$ cat src/sv/fsme_pkg.sv
// ----------------------------------------------------------------------------
// fsme_pkg
// Shared constants, phase encoding and transaction structs.
// ----------------------------------------------------------------------------
package fsme_pkg;

  localparam int COUNT_WIDTH_DEF = 40;
  localparam int RUN_W           = 40;

  localparam logic [7:0] CHAR_GT   = 8'h3E;  // '>'
  localparam logic [7:0] CHAR_LF   = 8'h0A;  // newline
  localparam logic [7:0] SPACE_MAX = 8'd32;  // control and blank bytes
  localparam logic [7:0] LOWER_MIN = 8'd96;  // lowercase threshold
  localparam logic [7:0] CASE_MASK = 8'hDF;  // clears the case bit

  typedef enum logic [3:0] {
    PH_START  = 4'b0001,
    PH_HEADER = 4'b0010,
    PH_SEQ    = 4'b0100,
    PH_ERROR  = 4'b1000
  } phase_t;

  typedef struct packed {
    logic [7:0] data_byte;
    logic       end_of_stream;
  } in_item_t;

  typedef struct packed {
    logic [7:0]       out_byte;
    logic             byte_valid;
    logic [RUN_W-1:0] run_length;
    logic             run_valid;
    logic             format_error;
  } result_t;

endpackage

$ cat src/sv/fsme_in_reg.sv
// ----------------------------------------------------------------------------
// fsme_in_reg
// Input register stage; holds one transaction until the core takes it.
// ----------------------------------------------------------------------------
module fsme_in_reg
  import fsme_pkg::*;
(
  input  logic       clk,
  input  logic       rst_n,
  input  logic       in_valid,
  output logic       in_stall,
  input  logic [7:0] in_data_byte,
  input  logic       in_end_of_stream,
  input  logic       adv,
  output logic       item_vld,
  output in_item_t   item
);

  logic     item_vld_r;
  in_item_t item_r;

  assign in_stall = item_vld_r & ~adv;
  assign item_vld = item_vld_r;
  assign item     = item_r;

  always_ff @(posedge clk) begin
    if (!rst_n) begin
      item_vld_r <= 1'b0;
    end else if (!in_stall) begin
      item_vld_r <= in_valid;
    end
  end

  always_ff @(posedge clk) begin
    if (!in_stall && in_valid) begin
      item_r.data_byte     <= in_data_byte;
      item_r.end_of_stream <= in_end_of_stream;
    end
  end

endmodule

$ cat src/sv/fsme_core.sv
// ----------------------------------------------------------------------------
// fsme_core
// Parser state, mask flag and run counter with the per-byte result logic.
// ----------------------------------------------------------------------------
module fsme_core
  import fsme_pkg::*;
#(
  parameter int COUNT_WIDTH = COUNT_WIDTH_DEF
)
(
  input  logic     clk,
  input  logic     rst_n,
  input  logic     step,
  input  in_item_t item,
  output result_t  res
);

  phase_t                 phase_r, phase_nxt;
  logic                   mask_r, mask_nxt;
  logic [COUNT_WIDTH-1:0] count_r, count_nxt;
  logic [COUNT_WIDTH-1:0] cnt_base;
  logic                   lower;
  logic [7:0]             b;

  assign b     = item.data_byte;
  assign lower = (b >= LOWER_MIN);

  always_comb begin
    phase_nxt = phase_r;
    mask_nxt  = mask_r;
    count_nxt = count_r;
    cnt_base  = count_r;
    res       = '0;
    if (phase_r == PH_ERROR) begin
      // sticky error: everything ignored
    end else if (item.end_of_stream) begin
      res.run_valid  = (count_r != '0);
      res.run_length = (count_r != '0) ? RUN_W'(count_r) : '0;
      phase_nxt      = PH_START;
      mask_nxt       = 1'b0;
      count_nxt      = '0;
    end else begin
      case (phase_r)
        PH_START: begin
          if (b == CHAR_GT) begin
            res.out_byte   = b;
            res.byte_valid = 1'b1;
            phase_nxt      = PH_HEADER;
          end else begin
            phase_nxt = PH_ERROR;
          end
        end
        PH_HEADER: begin
          res.out_byte   = b;
          res.byte_valid = 1'b1;
          if (b == CHAR_LF) begin
            phase_nxt = PH_SEQ;
          end
        end
        PH_SEQ: begin
          res.byte_valid = 1'b1;
          if (b == CHAR_GT) begin
            res.out_byte = b;
            phase_nxt    = PH_HEADER;
          end else if (b <= SPACE_MAX) begin
            res.out_byte = b;
          end else begin
            if (lower != mask_r) begin
              // case change closes the current run
              res.run_valid  = 1'b1;
              res.run_length = RUN_W'(count_r);
              mask_nxt       = lower;
              cnt_base       = '0;
            end
            res.out_byte = b & CASE_MASK;
            count_nxt    = (cnt_base == {COUNT_WIDTH{1'b1}}) ? cnt_base
                                                             : cnt_base + COUNT_WIDTH'(1);
          end
        end
        default: begin
        end
      endcase
    end
    res.format_error = (phase_nxt == PH_ERROR);
  end

  always_ff @(posedge clk) begin
    if (!rst_n) begin
      phase_r <= PH_START;
      mask_r  <= 1'b0;
      count_r <= '0;
    end else if (step) begin
      phase_r <= phase_nxt;
      mask_r  <= mask_nxt;
      count_r <= count_nxt;
    end
  end

endmodule

$ cat src/sv/fsme_out_reg.sv
// ----------------------------------------------------------------------------
// fsme_out_reg
// Result register; frees itself whenever the consumer takes the transaction.
// ----------------------------------------------------------------------------
module fsme_out_reg
  import fsme_pkg::*;
(
  input  logic                   clk,
  input  logic                   rst_n,
  input  logic                   res_vld,
  input  result_t                res,
  output logic                   adv,
  output logic                   out_valid,
  input  logic                   out_stall,
  output logic [7:0]             out_out_byte,
  output logic                   out_byte_valid,
  output logic [RUN_W-1:0]       out_run_length,
  output logic                   out_run_valid,
  output logic                   out_format_error
);

  logic    out_vld_r;
  result_t res_r;

  assign adv              = ~out_vld_r | ~out_stall;
  assign out_valid        = out_vld_r;
  assign out_out_byte     = res_r.out_byte;
  assign out_byte_valid   = res_r.byte_valid;
  assign out_run_length   = res_r.run_length;
  assign out_run_valid    = res_r.run_valid;
  assign out_format_error = res_r.format_error;

  always_ff @(posedge clk) begin
    if (!rst_n) begin
      out_vld_r <= 1'b0;
    end else if (adv) begin
      out_vld_r <= res_vld;
    end
  end

  always_ff @(posedge clk) begin
    if (adv && res_vld) begin
      res_r <= res;
    end
  end

endmodule

$ cat src/sv/fasta_soft_mask_extractor_unit.sv
// ----------------------------------------------------------------------------
// fasta_soft_mask_extractor_unit: FASTA soft-mask run extraction, top level
// Each accepted byte waits in the input register; its result moves to the
// result register once that is free; 1 byte per cycle while out_stall is low.
// Throughput set by the state update in fsme_core.
// Synchronous active-low reset clears phase, mask flag, count and valids.
// ----------------------------------------------------------------------------
//
// Data path:
//   in_*  -> fsme_in_reg (input register)
//         -> fsme_core   (phase / mask / run count, one step per transaction)
//         -> fsme_out_reg (result register) -> out_*
//
// Every accepted transaction yields exactly one result transaction. The core
// advances only when the result register can take the new result, so the
// parser state always matches the results already produced. in_stall rises
// only when both registers are occupied and the consumer is stalling.
//
// Header bytes pass unchanged, sequence letters come out uppercased and their
// case runs are reported as alternating unmasked/masked lengths. A bad first
// byte sets a sticky format error; end of stream flushes the open run and
// returns the parser to its start state.
module fasta_soft_mask_extractor_unit
  import fsme_pkg::*;
#(
  parameter int COUNT_WIDTH = COUNT_WIDTH_DEF
)
(
  input  logic             clk,
  input  logic             rst_n,
  // input channel
  input  logic             in_valid,
  output logic             in_stall,
  input  logic [7:0]       in_data_byte,
  input  logic             in_end_of_stream,
  // result channel
  output logic             out_valid,
  input  logic             out_stall,
  output logic [7:0]       out_out_byte,
  output logic             out_byte_valid,
  output logic [RUN_W-1:0] out_run_length,
  output logic             out_run_valid,
  output logic             out_format_error
);

  logic     adv;       // result register can take a result this cycle
  logic     item_vld;  // input register holds a transaction
  in_item_t item;
  result_t  res;

  fsme_in_reg u_in_reg (
    .clk              (clk),
    .rst_n            (rst_n),
    .in_valid         (in_valid),
    .in_stall         (in_stall),
    .in_data_byte     (in_data_byte),
    .in_end_of_stream (in_end_of_stream),
    .adv              (adv),
    .item_vld         (item_vld),
    .item             (item)
  );

  // state commits exactly when the held transaction moves to the output
  fsme_core #(
    .COUNT_WIDTH (COUNT_WIDTH)
  ) u_core (
    .clk   (clk),
    .rst_n (rst_n),
    .step  (item_vld & adv),
    .item  (item),
    .res   (res)
  );

  fsme_out_reg u_out_reg (
    .clk              (clk),
    .rst_n            (rst_n),
    .res_vld          (item_vld),
    .res              (res),
    .adv              (adv),
    .out_valid        (out_valid),
    .out_stall        (out_stall),
    .out_out_byte     (out_out_byte),
    .out_byte_valid   (out_byte_valid),
    .out_run_length   (out_run_length),
    .out_run_valid    (out_run_valid),
    .out_format_error (out_format_error)
  );

endmodule

$ cat config.mk
export PLATFORM = sky130hd
export DESIGN_NAME = fasta_soft_mask_extractor_unit
export DESIGN_NICKNAME = d
export VERILOG_FILES = /design/src/sv/fsme_pkg.sv /design/src/sv/fsme_in_reg.sv /design/src/sv/fsme_core.sv /design/src/sv/fsme_out_reg.sv /design/src/sv/fasta_soft_mask_extractor_unit.sv
export SDC_FILE = /design/constraint.sdc
export NUM_CORES = 1
export LEC_CHECK = 0
export ABC_AREA = 1
export BUFFER_PORTS_ARGS = -buffer_cell sky130_fd_sc_hd__buf_2
export CAP_MARGIN = 20
export CORE_AREA = 2 2 111 113
export CTS_CLUSTER_SIZE = 14
export DETAILED_ROUTE_END_ITERATION = 6
export DIE_AREA = 0 0 113 115
export GPL_TIMING_DRIVEN = 0
export PLACE_DENSITY_LB_ADDON = 0.3
export SYNTH_ARGS = -nofsm -noshare
export SYNTH_HDL_FRONTEND = slang
export SYNTH_SLANG_ARGS = --single-unit
$ cat constraint.sdc
create_clock -name clk -period 4.2 [get_ports clk]
set_input_delay 0.63 -clock clk [delete_from_list [all_inputs] [get_ports clk]]
set_output_delay 0.63 -clock clk [all_outputs]
set_load 0.05 [all_outputs]
==> results.cfg, run 1 <==
[synthesis]
ys_types = 37
synthesized_area_per_cell_um2 = 7.44
synthMostInstantiatedCell = nand2_1
synth_top_cell_area_share_pct = 29.1
mappedNetlistArea_um2 = 6190
synth_nets = 846
synthesis.yosys.warnings = 0
synth_async_sr_flop_share_pct = 0
synth_largest_area_cell = edfxtp_1
area_contributors_post_synth = edfxtp_1 (29%), dfxtp_1 (15%), nand2_1 (13%)
synth.ff_latch_count = 107
synth_common_cells = nand2_1 (211), nor2_1 (149), inv_1 (100)
synth-edff-count = 60
postSynthCellCount = 832
synth_seq_area_share_pct = 44.3
synth_top_flop_cell = edfxtp_1

[status]
run_status = complete, but fails checks
failed_checks = design-rule violations

[route]
routed_via_density = 5.48
first_iter_violations = 580
wirelength_um = 18400
routed_wire_length_per_instance_um = 17.4
drt_first_pass_iters = 7
detail_route.drc_violations = 5
postRouteAntennaNets = 0
num_vias = 5809

[worst_setup_path]
worstSetupStartpoint = u_in_reg.item[8]
depth_of_the_most_critical_reg_to_reg_path = 19
r2r-end = u_core.count_r[34]
setup.worst_path.end = u_core.count_r[34]
kind_of_start_point_of_the_critical_path = flip-flop
timing.critical_path.to_type = flip-flop
worst-endpoint-arrival_ps = 3850
crit_path_max_fanout = 10
worstPathRequired_ps = 4420
critical_path.reg2reg.startpoint = u_in_reg.item[8]
worst-setup-path-type = flip-flop to flip-flop
timing.reg2reg.setup_slack_ps = 570

[power]
switching_part_of_the_total_pct = 25.2
cellLeakagePower_uw = 0.00265
power.net_switching_uw = 574
power.density_cell_area_nw_per_um2 = 323
comb_power_share_pct = 9.1
cell_internal_pwr_uw = 1700
p_seq_share_pct = 49.9
total_power_uw = 2280
worst_vdd_rail_ir_drop_v = 0.000208
share_clk_of_total_power_pct = 41.0

[floorplanning]
io-pin-count = 66
placement_rows = 40
dieWidth_um = 113
die_area_um2 = 13000
floorplan.core_area_um2 = 11800
initial_core_util_pct = 52.4
die_y_um = 115

[finish]
finalNonFillerCells = 1061
syn2layout_area_growth_pct = 13.9
utilization_pct = 59.7
drive_above_1_share_pct = 17.6
num-nets-final = 923
fillCellCount = 1128
insertedDiodeCount = 0

[global_route]
grt_pass1_vias = 5174
grt_start_max_net_pins = 39
initial_antenna_violation_count = 0
grt.overflow.total = 0
globalRouteTotalUtil_pct = 29.3
grt_pass1_wl_um = 28500

[placement]
hpwl_um = 14100
io_buffers = 65
dpl_worst_slack_ps = 652
placer_congestion_estimate = 1.05
place_inst = 1045

[timing]
timing.max_slew.rel_slack_pct = 52.1
final-max-slew-violation-count = 0
max_slew.worst_pin.slew_ps = 713
setup-violations-final = 0
rsz0062_at_grt = no
max_clock_freq_mhz = 275
fin_tns_setup_ps = 0
period_share_pct = 86.4
final_period_minus_worst_setup_slack_ps = 3630
finalHoldViolCount = 0
setup_slack_ps = 570
finalClockSkew_ps = 8.10

[clocking]
path_clk_slew_ps = 70
cts_inserted_buffers = 9
hold_buffers = 0
postCtsSetupRepairBufs = 0
clock_sink_count = 107
clockRootBuffer = clkbuf_16
tritoncts_clock_tree = built
cts_htree_levels = 3
cts_resized = 0
clk-insertion-delay-late_ps = 360
cts.path.max_buffers = 2

[job]
maxCapViolCount = 0

[worst_hold_path]
hold_path.class = primary input to flip-flop
## flip-flops by register name (all words and copies together), names as in the netlist
name	flops
u_core.count_r	40
u_core.mask_r	1
u_core.phase_r	4
u_in_reg.item	9
u_in_reg.item_vld	1
u_out_reg.out_byte_valid	1
u_out_reg.out_format_error	1
u_out_reg.out_out_byte	8
u_out_reg.out_run_length	40
u_out_reg.out_run_valid	1
u_out_reg.out_valid	1
## per-stage QoR
step	hold WS [ps]	area (um2)
3_3_place_gp	467	6700
3_5_place_dp	480	6730
6_report	441	7050
5_1_grt	440	7050
4_1_cts	433	7050
2_1_floorplan	458	6190
## worst max-delay path, stage by stage, from the launching register on
cell	delay [ps]
edfxtp_1	410
inv_2	110
nand2_2	110
nand3_2	110
nand2_2	130
buf_6	200
buf_2	220
nor2_1	280
ha_1	360
nand2_1	80
inv_1	70
nand3_2	130
nor2_1	140
nand2_2	140
nor2_1	440
nand2_1	90
nor2_1	210
nand4_1	130
nand2_1	90
a21oi_2	50
## per-layer routing
layer	GRT usage (%)	share of wire [%]	routed length, um	vias to the layer above
li1	-	-	-	2854
met1	40.4	44	8120	2664
met2	45.2	45	8250	265
met3	6.54	8.7	1610	26
met4	11.9	2.5	466	0
met5	0	0	0	-
## worst min path at each step
stage	to	from	slack (ps)	cells after the start
after detailed placement	u_core.count_r[1]	u_core.count_r[1]	480	2
after global placement	u_core.count_r[9]	u_core.count_r[9]	470	2
after floorplan	u_core.count_r[16]	u_core.count_r[16]	460	2
final	u_in_reg.item[7]	in_data_byte[6]	440	1
after global routing	u_in_reg.item[2]	in_data_byte[1]	440	1
after CTS	u_in_reg.item[7]	in_data_byte[6]	430	1
## cell usage in the layout, fill, tap and decap left out, types with 2 or more instances in the layout
cell type	instances
nor4_1	5
nor2_2	11
clkbuf_16	9
nand3b_1	8
inv_1	100
nand2_4	2
nand3_2	17
bufinv_16	2
xnor2_1	2
nand4_1	25
buf_6	6
nand2_1	211
inv_6	3
a21oi_2	10
buf_2	73
nor2_1	148
dfxtp_1	47
xor2_1	8
nor3_1	10
o211ai_1	3
clkbuf_1	10
nand2_2	8
inv_2	5
buf_12	2
nand3_1	48
nor2_4	4
edfxtp_1	60
a21oi_1	50
nor3_2	2
o21ai_0	14
## power by group through the flow
stage / Clock [uW] / Sequential [uW] / Combinational [uW]
finish: 932 / 1140 / 207
detailed placement: 0 / 1160 / 205
CTS: 944 / 1140 / 205
global route: 977 / 1140 / 220
floorplan: 0 / 1210 / 95.3
global placement: 0 / 1160 / 201
## final cells by class
class                   instances  area (um2)  share of cell area (%)
inverters                     106         398                    5.65
clock inverters                 6        93.8                    1.33
plain buffers                  25         169                    2.40
flip-flops and latches        107        2740                    38.9
clock buffers                  10         229                    3.25
well taps                     147         184                    2.61
repair buffers                 66         345                    4.90
multi-input cells             594        2890                    41.0
## logic make-up after synthesis
family	after synthesis	synth area share [%]
fa+ha+maj	1	0.202
buf+inv	131	9.16
simple gates	505	37.9
flops	107	44.3
xor+xnor	10	1.42
compound gates	78	7.04
(Power assumes the default switching activity.)
==> inputs of run 2 (changes only) <==
- CORE_AREA: 2 2 111 113 -> 2 2 128 130
- DIE_AREA: 0 0 113 115 -> 0 0 130 132
- SETUP_SLACK_MARGIN: not set -> 0.4
==> results.cfg, run 2 (synthesis gave the netlist of run 1 again) <==
[finish]
multiInputGateArea_um2 = 2890
layout_commonest_cell = nand2_1
insertedDiodeCount = 0
fillCellCount = 1617
syn2layout_area_growth_pct = 15.0
regArea_um2 = 2740
drive_above_1_share_pct = 17.7
layout.cells.most_common_list = nand2_1 (211), nor2_1 (146), inv_1 (100), buf_2 (73), edfxtp_1 (60)
num-nets-final = 923

[route]
drt_first_pass_iters = 6
routed_via_density = 5.13
first_iter_violations = 623
wirelength_um = 18000
postRouteAntennaNets = 0
detail_route.drc_violations = 0
routed_wire_length_per_instance_um = 15.9
num_vias = 5795

[global_route]
grt_util_met3_pct = 4.26
globalRouteTotalUtil_pct = 21.4
initial_antenna_violation_count = 0
grt_start_max_net_pins = 32
grt_use_met1_pct = 29.5
busiest_layer = met2
met2_track_demand_over_resource_in_global_routing_pct = 33.1
grt.overflow.total = 0
grt_pass1_vias = 5110
grt_pass1_wl_um = 27900

[floorplanning]
io-pin-count = 66
die_y_um = 132
die_area_um2 = 17200
initial_core_util_pct = 39.4
floorplan.core_area_um2 = 15700
placement_rows = 46
dieWidth_um = 130

[worst_setup_path]
kind_of_start_point_of_the_critical_path = flip-flop
worstPathRequired_ps = 4440
timing.reg2reg.setup_slack_ps = 690
crit_path_max_fanout = 10
timing.critical_path.to_type = flip-flop
r2r-end = u_core.count_r[34]
depth_of_the_most_critical_reg_to_reg_path = 19
critical_path.reg2reg.startpoint = u_in_reg.item[8]
worst-setup-path-type = flip-flop to flip-flop
worst-endpoint-arrival_ps = 3750

[worst_hold_path]
worst_hold_path.endpoint = u_in_reg.item[5]
hold_depth = 1
holdCritStartpoint = in_data_byte[4]
hold_path.class = primary input to flip-flop

[timing]
setup-violations-final = 0
max_slew.worst_pin.slew_ps = 778
period_share_pct = 83.5
final-max-slew-violation-count = 0
fin_tns_setup_ps = 0
max_clock_freq_mhz = 285
worst_hold_slack_across_all_endpoints_ps = 429
setup_slack_ps = 692
finalHoldViolCount = 0
final_period_minus_worst_setup_slack_ps = 3510
finalClockSkew_ps = 12.0
rsz0062_at_grt = no
timing.max_slew.rel_slack_pct = 47.7

[power]
cellLeakagePower_uw = 0.00264
worst_vdd_rail_ir_drop_v = 0.000208
total_power_uw = 2220
power.density_cell_area_nw_per_um2 = 312

[clocking]
tritoncts_clock_tree = built
cts.path.max_buffers = 2
clock_sink_count = 107
hold_buffers = 0
cts_inserted_buffers = 9
cts_htree_levels = 3
clk-insertion-delay-late_ps = 370
path_clk_slew_ps = 80
clockRootBuffer = clkbuf_16

[placement]
dpl_worst_slack_ps = 577
io_buffers = 65
placer_congestion_estimate = 1.01
hpwl_um = 13800

[job]
maxCapViolCount = 0

[status]
run_status = completed
-- run 2: power breakdown --
part / internal, uW / switching, uW / total [uW]
Combinational: 46.7 / 158 / 205
Clock: 470 / 410 / 881
Sequential: 1130 / 9.93 / 1140
Total: 1640 / 578 / 2220
-- run 2: final cells by class --
type / count / share of cell area (%)
flip-flops and latches: 107 / 38.5
repair buffers: 66 / 4.85
clock buffers: 10 / 3.22
multi-input cells: 594 / 40.6
inverters: 106 / 5.59
well taps: 216 / 3.80
plain buffers: 25 / 2.37
clock inverters: 6 / 1.00
-- run 2: what timing repair did --
item / in CTS / in global routing
endpoints found under the setup margin: 0 / 2
hold endpoints to repair: 0 / 0
resized for setup: 0 / 2
buffers inserted: 0 / 0
-- run 2: how the worst max path moves through the flow --
stage                     slack, ps  cells past startpoint        startpoint                  to
after floorplan                 700                     10         out_stall  u_core.count_r[31]
after global placement         -560                     11         out_stall  u_core.count_r[29]
after detailed placement        580                     19  u_in_reg.item[8]  u_core.count_r[34]
after CTS                       550                     19  u_in_reg.item[8]  u_core.count_r[34]
after global routing            500                     19  u_in_reg.item[8]  u_core.count_r[34]
final                           690                     19  u_in_reg.item[8]  u_core.count_r[34]
-- run 2: critical path, stage by stage (launching register included) --
cell	delay [ps]
edfxtp_1	410
inv_2	120
nand2_2	110
nand3_2	110
nand2_2	130
buf_6	200
buf_2	220
nor2_2	230
ha_1	340
nand2_1	80
inv_1	70
nand3_2	130
nor2_1	150
nand2_2	150
nor2_2	280
nand2_1	90
nor2_1	240
nand4_1	130
nand2_1	130
a21oi_2	60
-- run 2: per-stage QoR --
step                utilization (%)  instances  cell area (um2)
finish                         45.3       1130             7120
global route                   45.3       1130             7120
CTS                            45.3       1130             7110
detailed placement             43.4       1114             6810
global placement               43.2       1113             6790
floorplan                         -        832             6190
-- run 2: layer usage --
layer / part of all wire [%] / up-vias
li1: - / 2860
met1: 44 / 2666
met2: 46 / 233
met3: 7.1 / 36
met4: 2.8 / 0
met5: 0 / -
==> inputs of run 3 (changes only) <==
- clock period: 4.2 -> 2.85 ns (I/O delays scaled with it)
==> results.cfg, run 3 (synthesis gave the netlist of run 1 again) <==
[status]
run_status = completed

[timing]
setup-violations-final = 0
max_clock_freq_mhz = 375
fin_tns_setup_ps = 0
timing.max_slew.rel_slack_pct = 53.6
rsz0062_at_grt = yes
finalClockSkew_ps = 11.0
finalHoldViolCount = 0
setup_slack_ps = 185
max_slew.worst_pin.slew_ps = 696
final_period_minus_worst_setup_slack_ps = 2660
period_share_pct = 93.5
final-max-slew-violation-count = 0

[route]
wirelength_um = 19500
num_vias = 6022
detail_route.drc_violations = 0
drt_first_pass_iters = 5
first_iter_violations = 651
postRouteAntennaNets = 0
routed_via_density = 5.18
routed_wire_length_per_instance_um = 16.8

[global_route]
grt_pass1_wl_um = 29800
initial_antenna_violation_count = 0
grt.overflow.total = 0
globalRouteTotalUtil_pct = 22.9
grt_start_max_net_pins = 24
grt_pass1_vias = 5494

[floorplanning]
die_area_um2 = 17200
floorplan.core_area_um2 = 15700
placement_rows = 46
initial_core_util_pct = 39.4
io-pin-count = 66
die_y_um = 132
dieWidth_um = 130

[worst_setup_path]
crit_path_max_fanout = 6
worstPathRequired_ps = 3140
worst-setup-path-type = flip-flop to flip-flop
cp_slowest_stage_delay_ps = 400
timing.critical_path.to_type = flip-flop
worst-endpoint-arrival_ps = 2950
critical-path-slowest-cell = edfxtp_1
critPathBufInv = 5
worstSetupStartpoint = u_in_reg.item[8]
crit_path_cell_trace = inv_2 -> nand2_4 -> nand3_4 -> nand2_4 -> buf_12 -> buf_12 -> nor2_4 -> ha_4 -> nand2_2 -> inv_2 -> nand3_4 -> nor2_4 -> nand2_4 -> nor2_8 -> nand4_4 -> buf_12 -> nand4_1 -> nand2_2 -> a21oi_2
critPathTopFamily = simple AND/OR/NAND/NOR gates
kind_of_start_point_of_the_critical_path = flip-flop
critical_path.reg2reg.startpoint = u_in_reg.item[8]

[worst_hold_path]
holdCritStartpoint = in_data_byte[2]
hold_path.class = primary input to flip-flop

[placement]
io_buffers = 65
dpl_worst_slack_ps = -436
hpwl_um = 14300
placer_congestion_estimate = 1.06

[clocking]
clock_sink_count = 107
cts.path.max_buffers = 2
tritoncts_clock_tree = built
path_clk_slew_ps = 70
cts_inserted_buffers = 9
clockRootBuffer = clkbuf_16
cts_htree_levels = 3
clk-insertion-delay-late_ps = 360
hold_buffers = 0

[finish]
layout.cells.most_common_list = nand2_1 (182), nor2_1 (134), inv_1 (94), buf_2 (70), edfxtp_1 (60)
layout_commonest_cell = nand2_1
syn2layout_area_growth_pct = 27.5
insertedDiodeCount = 0
drive_above_1_share_pct = 29.7
num-nets-final = 956

[power]
power.density_cell_area_nw_per_um2 = 410
cellLeakagePower_uw = 0.00290
worst_vdd_rail_ir_drop_v = 0.000279

[job]
maxCapViolCount = 0
==> run 3: layout make-up <==
cell class                 count  area [um2]
buffer                        25         221
multi-input combinational    594        3300
clock buffer                  10         229
tap                          216         270
sequential                   107        2740
timing repair buffer          99         673
inverter                     106         403
fill                        1540        7830
clock inverter                 6        51.3
==> run 3: worst paths after layout <==
| kind | end | slack (ps) | cells past startpoint |
|---|---|---|---|
| setup / recovery | u_core.count_r[33] | 190 | 19 |
| hold reg to reg | u_core.count_r[17] | 490 | 2 |
| hold / removal | u_in_reg.item[3] | 240 | 1 |
| setup reg to reg | u_core.count_r[33] | 190 | 19 |
==> run 3: per-stage QoR <==
| step | utilization [%] | power [uW] | cell area (um2) | std cells | hold WS (ps) |
|---|---|---|---|---|---|
| after floorplan | - | 1930 | 6260 | 832 | 458 |
| after global placement | 43.6 | 2010 | 6850 | 1113 | 466 |
| after detailed placement | 44.0 | 2020 | 6910 | 1115 | 474 |
| after CTS | 48.4 | 3240 | 7600 | 1156 | 233 |
| after global routing | 50.2 | 3330 | 7890 | 1163 | 234 |
| final | 50.2 | 3230 | 7890 | 1163 | 240 |
==> run 3: where the power goes <==
group	internal, uW	switching [uW]
Sequential	1660	14.8
Combinational	101	253
Clock	603	601
==> run 3: routing by layer <==
layer,global-route usage (%),up-vias,wire (um)
met1,30.6,2818,8210
met5,0,-,0
met3,4.75,61,1490
met4,10.5,0,871
met2,35.3,234,8920
li1,-,2909,-
==> run 3: worst reg2reg max path, cell delays in order, from the launching register on <==
cell and delay (ps):
edfxtp_1 400, inv_2 130, nand2_4 70, nand3_4 90, nand2_4 70, buf_12 130
buf_12 120, nor2_4 130, ha_4 150, nand2_2 50, inv_2 70, nand3_4 90
nor2_4 120, nand2_4 100, nor2_8 160, nand4_4 210, buf_12 230, nand4_1 80
nand2_2 80, a21oi_2 110
==> run 3: what timing repair did <==
action	CTS	global route
gates cloned	3	0
endpoints found under the hold margin	0	0
endpoints found under the setup margin	80	47
gates resized for setup	49	78
buffers inserted	22	7
pin swaps	15	40
